==> src/sv/gsp_pkg.sv <==
// Shared types, constants and the character-to-septet map of the septet packer.
// No dependencies; every other file imports this package.
package gsp_pkg;

   // septet that stands for any character outside the default alphabet
   localparam logic [6:0] UNKNOWN_SEPTET = 7'h3f;

   // register indexes of the configuration port
   localparam logic CSR_FILL_BITS = 1'b0;

   // one queued word: translated septet and end-of-message mark
   typedef struct packed {
      logic [6:0] septet;
      logic       last;
   } q_entry_type;

   // queue state as seen by the front and back ends
   typedef struct packed {
      logic valid;
      logic full;
   } q_status_type;

   // packer state reported to the top level
   typedef struct packed {
      logic flush_pending;
      logic at_start;
   } back_status_type;

   // reverse lookup into the default alphabet, first match wins
   function automatic logic [6:0] to_septet(input logic [7:0] ch);
      logic [6:0] sept;
      sept = UNKNOWN_SEPTET;
      // printable runs that sit at their own code point
      if ((ch >= 8'h20 && ch <= 8'h3e && ch != 8'h24) ||
          (ch >= 8'h41 && ch <= 8'h5a) ||
          (ch >= 8'h61 && ch <= 8'h7a)) begin
         sept = ch[6:0];
      end else begin
         case (ch)
            8'h40:   sept = 7'h00;
            8'ha3:   sept = 7'h01;
            8'h24:   sept = 7'h02;
            8'ha5:   sept = 7'h03;
            8'he8:   sept = 7'h04;
            8'he9:   sept = 7'h05;
            8'hf9:   sept = 7'h06;
            8'hec:   sept = 7'h07;
            8'hf2:   sept = 7'h08;
            8'hc7:   sept = 7'h09;
            8'h0a:   sept = 7'h0a;
            8'hd8:   sept = 7'h0b;
            8'hf8:   sept = 7'h0c;
            8'h0d:   sept = 7'h0d;
            8'hc5:   sept = 7'h0e;
            8'he5:   sept = 7'h0f;
            8'h5f:   sept = 7'h11;
            8'hc6:   sept = 7'h1c;
            8'he6:   sept = 7'h1d;
            8'hdf:   sept = 7'h1e;
            8'hc9:   sept = 7'h1f;
            8'ha4:   sept = 7'h24;
            8'ha1:   sept = 7'h40;
            8'hc4:   sept = 7'h5b;
            8'hd6:   sept = 7'h5c;
            8'hd1:   sept = 7'h5d;
            8'hdc:   sept = 7'h5e;
            8'ha7:   sept = 7'h5f;
            8'hbf:   sept = 7'h60;
            8'he4:   sept = 7'h7b;
            8'hf6:   sept = 7'h7c;
            8'hf1:   sept = 7'h7d;
            8'hfc:   sept = 7'h7e;
            8'he0:   sept = 7'h7f;
            default: sept = UNKNOWN_SEPTET;
         endcase
      end
      return sept;
   endfunction

endpackage

==> src/sv/gsp_front.sv <==
// Front end: accepts characters, translates them to septets, pushes to the queue.
// Depends on gsp_pkg.
module gsp_front
   import gsp_pkg::*;
(
   input  logic         clock,
   input  logic         reset,
   input  logic         req_valid,
   output logic         req_ready,
   input  logic [7:0]   req_char_code,
   input  logic         req_last_char,
   input  q_status_type q_status,
   output logic         push,
   output q_entry_type  push_data
);

   logic        f_valid_ff, f_valid_in;
   q_entry_type f_entry_ff;
   logic        take;

   // stage register frees whenever the queue has room
   assign push      = f_valid_ff && !q_status.full;
   assign req_ready = !f_valid_ff || !q_status.full;
   assign take      = req_valid && req_ready;
   assign push_data = f_entry_ff;

   always_comb begin
      f_valid_in = f_valid_ff;
      if (take) begin
         f_valid_in = 1'b1;
      end else if (push) begin
         f_valid_in = 1'b0;
      end
   end

   always_ff @(posedge clock) begin
      if (reset) begin
         f_valid_ff <= 1'b0;
      end else begin
         f_valid_ff <= f_valid_in;
      end
   end

   // translate on the way in
   always_ff @(posedge clock) begin
      if (take) begin
         f_entry_ff.septet <= to_septet(req_char_code);
         f_entry_ff.last   <= req_last_char;
      end
   end

endmodule

==> src/sv/gsp_queue.sv <==
// Short flop-based queue of translated septets between front and back ends.
// Depends on gsp_pkg.
module gsp_queue
   import gsp_pkg::*;
#(
   parameter int DEPTH = 4
) (
   input  logic         clock,
   input  logic         reset,
   input  logic         push,
   input  q_entry_type  push_data,
   input  logic         pop,
   output q_entry_type  head_data,
   output q_status_type status
);

   localparam int AW = (DEPTH > 1) ? $clog2(DEPTH) : 1;
   localparam int CW = $clog2(DEPTH + 1);

   q_entry_type entry_ff [DEPTH];
   logic [AW-1:0] wr_ptr_ff, wr_ptr_in;
   logic [AW-1:0] rd_ptr_ff, rd_ptr_in;
   logic [CW-1:0] count_ff, count_in;

   assign status.valid = (count_ff != '0);
   assign status.full  = (count_ff == CW'(DEPTH));
   assign head_data    = entry_ff[rd_ptr_ff];

   // pointer and fill count update
   always_comb begin
      wr_ptr_in = wr_ptr_ff;
      rd_ptr_in = rd_ptr_ff;
      count_in  = count_ff;
      if (push) begin
         wr_ptr_in = (wr_ptr_ff == AW'(DEPTH - 1)) ? '0 : wr_ptr_ff + 1'b1;
      end
      if (pop) begin
         rd_ptr_in = (rd_ptr_ff == AW'(DEPTH - 1)) ? '0 : rd_ptr_ff + 1'b1;
      end
      if (push && !pop) begin
         count_in = count_ff + 1'b1;
      end else if (pop && !push) begin
         count_in = count_ff - 1'b1;
      end
   end

   always_ff @(posedge clock) begin
      if (reset) begin
         wr_ptr_ff <= '0;
         rd_ptr_ff <= '0;
         count_ff  <= '0;
      end else begin
         wr_ptr_ff <= wr_ptr_in;
         rd_ptr_ff <= rd_ptr_in;
         count_ff  <= count_in;
      end
   end

   always_ff @(posedge clock) begin
      if (push) begin
         entry_ff[wr_ptr_ff] <= push_data;
      end
   end

endmodule

==> src/sv/gsp_back.sv <==
// Back end: packs septets LSB first into octets and drives the result channel.
// Depends on gsp_pkg; fed by gsp_queue.
module gsp_back
   import gsp_pkg::*;
(
   input  logic            clock,
   input  logic            reset,
   input  q_entry_type     q_head,
   input  q_status_type    q_status,
   output logic            pop,
   input  logic [2:0]      fill_bits,
   output logic            rsp_valid,
   input  logic            rsp_ready,
   output logic [7:0]      rsp_octet,
   output logic            rsp_last_octet,
   output back_status_type status
);

   // packer state
   logic       start_ff, start_in;
   logic [2:0] bits_ff, bits_in;
   logic [6:0] partial_ff, partial_in;
   // output register and pending flush word
   logic       out_valid_ff, out_valid_in;
   logic [7:0] out_octet_ff, out_octet_in;
   logic       out_last_ff, out_last_in;
   logic       flush_ff, flush_in;
   logic [7:0] flush_octet_ff, flush_octet_in;

   logic [2:0]  held;
   logic [6:0]  part;
   logic [14:0] acc;
   logic        has_full;
   logic [2:0]  new_held;
   logic [6:0]  new_part;
   logic        need_out;
   logic        second_out;
   logic        first_last;
   logic        out_free;

   // shift-and-or of the head septet into the held bits
   always_comb begin
      held       = start_ff ? fill_bits : bits_ff;
      part       = start_ff ? 7'd0 : partial_ff;
      acc        = {8'd0, part} | ({8'd0, q_head.septet} << held);
      has_full   = (held != 3'd0);
      new_held   = has_full ? held - 3'd1 : 3'd7;
      new_part   = has_full ? acc[14:8] : acc[6:0];
      need_out   = has_full || q_head.last;
      second_out = has_full && q_head.last && (new_held != 3'd0);
      first_last = q_head.last && (!has_full || new_held == 3'd0);
   end

   assign out_free = !out_valid_ff || rsp_ready;
   assign pop      = q_status.valid && !flush_ff && (out_free || !need_out);

   // packer state update
   always_comb begin
      start_in   = start_ff;
      bits_in    = bits_ff;
      partial_in = partial_ff;
      if (pop) begin
         if (q_head.last) begin
            start_in   = 1'b1;
            bits_in    = 3'd0;
            partial_in = 7'd0;
         end else begin
            start_in   = 1'b0;
            bits_in    = new_held;
            partial_in = new_part;
         end
      end
   end

   // output word and flush word
   always_comb begin
      out_valid_in   = out_valid_ff;
      out_octet_in   = out_octet_ff;
      out_last_in    = out_last_ff;
      flush_in       = flush_ff;
      flush_octet_in = flush_octet_ff;
      if (out_free) begin
         if (flush_ff) begin
            out_valid_in = 1'b1;
            out_octet_in = flush_octet_ff;
            out_last_in  = 1'b1;
            flush_in     = 1'b0;
         end else if (pop && need_out) begin
            out_valid_in = 1'b1;
            out_octet_in = acc[7:0];
            out_last_in  = first_last;
         end else begin
            out_valid_in = 1'b0;
         end
      end
      if (pop && second_out) begin
         flush_in       = 1'b1;
         flush_octet_in = {1'b0, new_part};
      end
   end

   always_ff @(posedge clock) begin
      if (reset) begin
         start_ff     <= 1'b1;
         bits_ff      <= 3'd0;
         out_valid_ff <= 1'b0;
         flush_ff     <= 1'b0;
      end else begin
         start_ff     <= start_in;
         bits_ff      <= bits_in;
         out_valid_ff <= out_valid_in;
         flush_ff     <= flush_in;
      end
   end

   always_ff @(posedge clock) begin
      partial_ff     <= partial_in;
      out_octet_ff   <= out_octet_in;
      out_last_ff    <= out_last_in;
      flush_octet_ff <= flush_octet_in;
   end

   assign rsp_valid            = out_valid_ff;
   assign rsp_octet            = out_octet_ff;
   assign rsp_last_octet       = out_last_ff;
   assign status.flush_pending = flush_ff;
   assign status.at_start      = start_ff;

endmodule

==> src/sv/gsm_septet_packer.sv <==
// Top level of the GSM default-alphabet septet packer.
// Depends on gsp_pkg, gsp_front, gsp_queue and gsp_back.
//
// Usage:
//   req channel: one Latin-1 character per word (req_char_code), with
//   req_last_char set on the final character of a message.
//   rsp channel: packed octets, septet bits LSB first; rsp_last_octet marks
//   the final octet of the message, which carries any partial flush.
//   APB port: register fill_bits at address 0 sets the zero fill bits ahead
//   of the first septet; it is sampled at the first character of a message.
// Path: a character passes through the front stage register, the queue and
//   the output register of the back end. Throughput is one character per
//   cycle while the receiver takes each octet; the flush word, when a last
//   character yields two octets, holds the queue back behind the output word.
// Reset clears the queue, the output word and the packer, so the next
//   character starts a new message. When the receiver stalls, the output
//   word holds, queue (QDEPTH words) and front stage fill; req_ready drops.
module gsm_septet_packer
   import gsp_pkg::*;
#(
   parameter int QDEPTH = 4
) (
   input  logic        clock,
   input  logic        reset,
   input  logic        req_valid,
   output logic        req_ready,
   input  logic [7:0]  req_char_code,
   input  logic        req_last_char,
   output logic        rsp_valid,
   input  logic        rsp_ready,
   output logic [7:0]  rsp_octet,
   output logic        rsp_last_octet,
   input  logic        psel,
   input  logic        penable,
   input  logic        pwrite,
   input  logic [2:0]  paddr,
   input  logic [31:0] pwdata,
   output logic [31:0] prdata,
   output logic        pready
);

   logic [2:0]      fill_ff, fill_in;
   logic            csr_write;
   logic            push;
   logic            pop;
   q_entry_type     push_data;
   q_entry_type     q_head;
   q_status_type    q_status;
   back_status_type b_status;

   // configuration register
   assign pready    = 1'b1;
   assign csr_write = psel && penable && pwrite && (paddr[2] == CSR_FILL_BITS);
   assign fill_in   = csr_write ? pwdata[2:0] : fill_ff;
   assign prdata    = (paddr[2] == CSR_FILL_BITS) ? {29'd0, fill_ff} : 32'd0;

   always_ff @(posedge clock) begin
      if (reset) begin
         fill_ff <= 3'd0;
      end else begin
         fill_ff <= fill_in;
      end
   end

   gsp_front u_front (
      .clock         (clock),
      .reset         (reset),
      .req_valid     (req_valid),
      .req_ready     (req_ready),
      .req_char_code (req_char_code),
      .req_last_char (req_last_char),
      .q_status      (q_status),
      .push          (push),
      .push_data     (push_data)
   );

   gsp_queue #(
      .DEPTH (QDEPTH)
   ) u_queue (
      .clock     (clock),
      .reset     (reset),
      .push      (push),
      .push_data (push_data),
      .pop       (pop),
      .head_data (q_head),
      .status    (q_status)
   );

   gsp_back u_back (
      .clock          (clock),
      .reset          (reset),
      .q_head         (q_head),
      .q_status       (q_status),
      .pop            (pop),
      .fill_bits      (fill_ff),
      .rsp_valid      (rsp_valid),
      .rsp_ready      (rsp_ready),
      .rsp_octet      (rsp_octet),
      .rsp_last_octet (rsp_last_octet),
      .status         (b_status)
   );

`ifndef ASSERT_OFF
   // a flush word only waits behind a word already on the output
   a_flush_behind_out: assert property (@(posedge clock) disable iff (reset)
      b_status.flush_pending |-> rsp_valid)
      else $error("flush word pending with no output word");

   // the front never pushes into a full queue
   a_no_push_full: assert property (@(posedge clock) disable iff (reset)
      !(push && q_status.full))
      else $error("push into full queue");

   // leaving reset finds nothing queued, nothing shown and a fresh message
   a_reset_clean: assert property (@(posedge clock)
      (!reset && $past(reset)) |-> (!rsp_valid && !q_status.valid && b_status.at_start))
      else $error("state not cleared by reset");
`endif

endmodule
==> config.mk <==
export PLATFORM = sky130hd
export DESIGN_NAME = gsm_septet_packer
export DESIGN_NICKNAME = d
export VERILOG_FILES = /design/src/sv/gsp_pkg.sv /design/src/sv/gsp_front.sv /design/src/sv/gsp_queue.sv /design/src/sv/gsp_back.sv /design/src/sv/gsm_septet_packer.sv
export SDC_FILE = /design/constraint.sdc
export NUM_CORES = 1
export LEC_CHECK = 0
export BUFFER_PORTS_ARGS = -buffer_cell sky130_fd_sc_hd__buf_4
export CAP_MARGIN = 20
export CORE_MARGIN = 2
export CORE_UTILIZATION = 60
export CTS_CLUSTER_DIAMETER = 60
export DETAILED_ROUTE_END_ITERATION = 8
export PLACE_DENSITY = 0.84
export SYNTH_ARGS = -nofsm -noshare
export SYNTH_HDL_FRONTEND = slang
export SYNTH_SLANG_ARGS = --single-unit
export TNS_END_PERCENT = 50
==> constraint.sdc <==
create_clock -name clock -period 8.8 [get_ports clock]
set_input_delay 0.44 -clock clock [delete_from_list [all_inputs] [get_ports clock]]
set_output_delay 0.44 -clock clock [all_outputs]
set_load 0.05 [all_outputs]
==> results.toml <==
[status]
status = "finished, final reports clean"

[clock_tree]
cts_buffers = 9
ctsResizeCount = 0
ctsHoldBuffers = 0
htree_levels = 3
cts.sinks = 82
root_buffer = "clkbuf_8"
clk_path_buf_depth = 2
worstSkewPairLatency_ps = 350
cts_tree = "done"
cts_setup_buffers = 0
clkTransAtPathRegs_ps = 90

[worst_setup_path]
critPathArrivalTime_ps = 4230
critPathMostFrequentCell = "ha_1"
crit_path_cell_trace = "mux2i_1, ha_1, nand2_1, or2_4, a211o_1, ha_1, inv_1, fa_1, xor2_1, or3_1, a21oi_1"
end_kind = "register"
critPathMaxStageDelay_ps = 760
critPathLaunchType = "register"
slowest_stage = "mux2i_1"
cp_top_family = "adder cells"
worst-path-max-fanout = 13
crit_type = "reg -> reg"
path_buf_inv = 1
cp.required_ps = 9090

[synth]
synth_edf_count = 63
yosysWarningCount = 0
yosysUniqueCellTypes = 69
yosysMostFrequentCell = "edfxtp_1"
async_flop_share_pct = 0
seq_area_frac_synth_pct = 47.38
synth_common_cells = "edfxtp_1 (63), nand2_1 (35), buf_4 (31), nor2_1 (27), a21oi_1 (23)"
synthCells = 449
synth.top_cell.area_share_pct = 39.45
ys_dominant_reg_cell = "edfxtp_1"
synth_area_per_cell_sq_um = 10.68
synth_simple_gate_area_share_pct = 18.73
synth_top_family_by_area = "simple AND/OR/NAND/NOR gates"
synthMuxAreaShare_pct = 8.923
synthTopCellsByArea = "edfxtp_1 (39%), dfxtp_1 (7.9%), buf_4 (4.9%)"
synth_compound_area_share_pct = 12.29
synth_xor_area_share_pct = 1.096
ys_ff_latch = 82
synth_fa_ha_area_share_pct = 2.765
synth_area_sq_um = 4796
synth_top_area_cell = "edfxtp_1"

[timing]
worstMarginPinSlew_ps = 1049
setup_viol = 0
hold_violations = 0
rsz0062_at_grt = "false"
max_freq_mhz = 253.5
fin_worst_skew_ps = 12.70
worst_slack_ps = 4854
finalCritPeriodShare_pct = 44.84
maxSlewViolCount = 0
relSlewSlack_pct = 29.76
min_period_ps = 3946
fin_tns_setup_ps = 0

[die]
die_w_um = 93.41
core-area_sq_um = 7727
rows = 32
ios = 95
fp.dieH_um = 93.41
initial_core_util_pct = 62.06
dieArea_sq_um = 8724

[power]
switching_share_pct = 37.41
finalPower_mw = 1.475
p_leak_nw = 1.997
internal_power_mw = 0.9233
seq_power_share_pct = 40.3
clockPowerShare_pct = 19.9
pwr_density_cell_nw_per_um2 = 286.2
net-switching-power_mw = 0.5518
power_frac_comb_pct = 39.8
peakVddDrop_mv = 0.2159

[placement]
globalplace.congestion = 0.8838
hpwl_um = 6595
dp_slack_ps = 4685
portBuffers = 33
placed_area_sq_um = 4928

[global_routing]
grtUsageTotal_pct = 22.62
gr-max-usage-layer = "met2"
gr-total-overflow = 0
grt_use_met1_pct = 29.32
grt_pass1_vias = 3268
grt_pass1_wl_um = 15560
grt_max_degree = 27
use_met3_pct = 3.948
use_met2_pct = 38.97
grt_antenna_before_repair = 0

[drt]
routedWlPerCell_um = 16.43
drtAntennaViolNets = 0
drtPass1Iterations = 6
routed_wl_um = 9417
vias_per_cell = 6.045
drt_iter0_markers = 209
drc = 0
num_vias = 3464

[final_layout]
fin_nets = 527
syn_to_final_growth_pct = 7.488
n_antenna_cell = 0
drive_gt1_share_pct = 14.86
postLayoutCellArea_sq_um = 5155
fillers = 561

[flow_run]
max_cap_viol_count = 0

[min_path]
hold_class = "in -> reg"
[worst register-to-register path, cell delays in order (launching register included)]
cell	delay, ps
dfxtp_1	670
mux2i_1	770
ha_1	410
nand2_1	230
or2_4	310
a211o_1	430
ha_1	290
inv_1	80
fa_1	180
xor2_1	80
or3_1	310
a21oi_1	140
[cell type report]
class	instances	area (sq um)	area share, %
Clock inverter	5	77.57	1.505
Sequential cell	82	2272	44.08
Clock buffer	11	141.4	2.743
Inverter	16	60.06	1.165
Tap cell	102	127.6	2.476
Multi-Input combinational cell	322	2213	42.94
Timing Repair Buffer	35	262.8	5.097
[power by group through the flow]
stage               clock (mW)  sequential, mW  combinational, mW
finish                   0.294           0.595              0.587
global route             0.312           0.605              0.643
CTS                      0.296           0.595              0.584
detailed placement           0           0.603              0.580
global placement             0           0.598              0.565
floorplan                    0           0.658              0.408
[logic make-up after synthesis]
family / Yosys count
adders and majority gates: 10
muxes: 29
DFF: 82
buffers and inverters: 73
AOI/OAI and AO/OA: 87
xor gates and xnor gates: 6
and+or+nand+nor: 160
other: 2
[flip-flops by register name, summed over array words and instances (netlist names), 2 cells and up, named ones only]
signal / count
u_queue.entry_ff: 32
u_queue.count_ff: 3
u_queue.wr_ptr_ff: 2
u_back.rsp_octet: 8
u_back.flush_octet_ff: 7
u_back.bits_ff: 3
u_back.partial_ff: 7
u_queue.rd_ptr_ff: 2
fill_ff: 3
u_front.push_data: 8
[cell usage in the layout (no fill, tap or decap), types with 10 or more instances in the layout]
master and n:
dfxtp_1 19, buf_4 35, clkbuf_8 10, inv_1 15, a21oi_1 23, mux2i_1 12
nand2_1 35, edfxtp_1 63, conb_1 30, o21ai_0 18, nor2b_1 17, nor2_1 27
[stage by stage]
stage               hold slack [ps]  instances  utilization, %
global placement              437.2        556           63.78
detailed placement            446.0        556           63.78
CTS                           272.2        572           66.61
floorplan                     431.2        477               -
global route                  267.1        573           66.71
finish                        281.5        573           66.71
[path summary, 6_finish.rpt]
kind	from	end	slack, ps	depth (start not counted)
hold / removal	req_last_char	u_front.push_data[0]	280	1
hold reg to reg	u_back.bits_ff[2]	u_back.bits_ff[2]	470	2
setup reg to reg	u_back.start_ff	u_queue.count_ff[2]	4850	11
setup / recovery	u_back.start_ff	u_queue.count_ff[2]	4850	11
[layer usage]
layer,vias to the layer above,share of wire (%)
met5,-,0
met4,0,0.90
met3,14,6.3
met2,144,52
met1,1658,41
li1,1648,-
(Power assumes the default switching activity.)
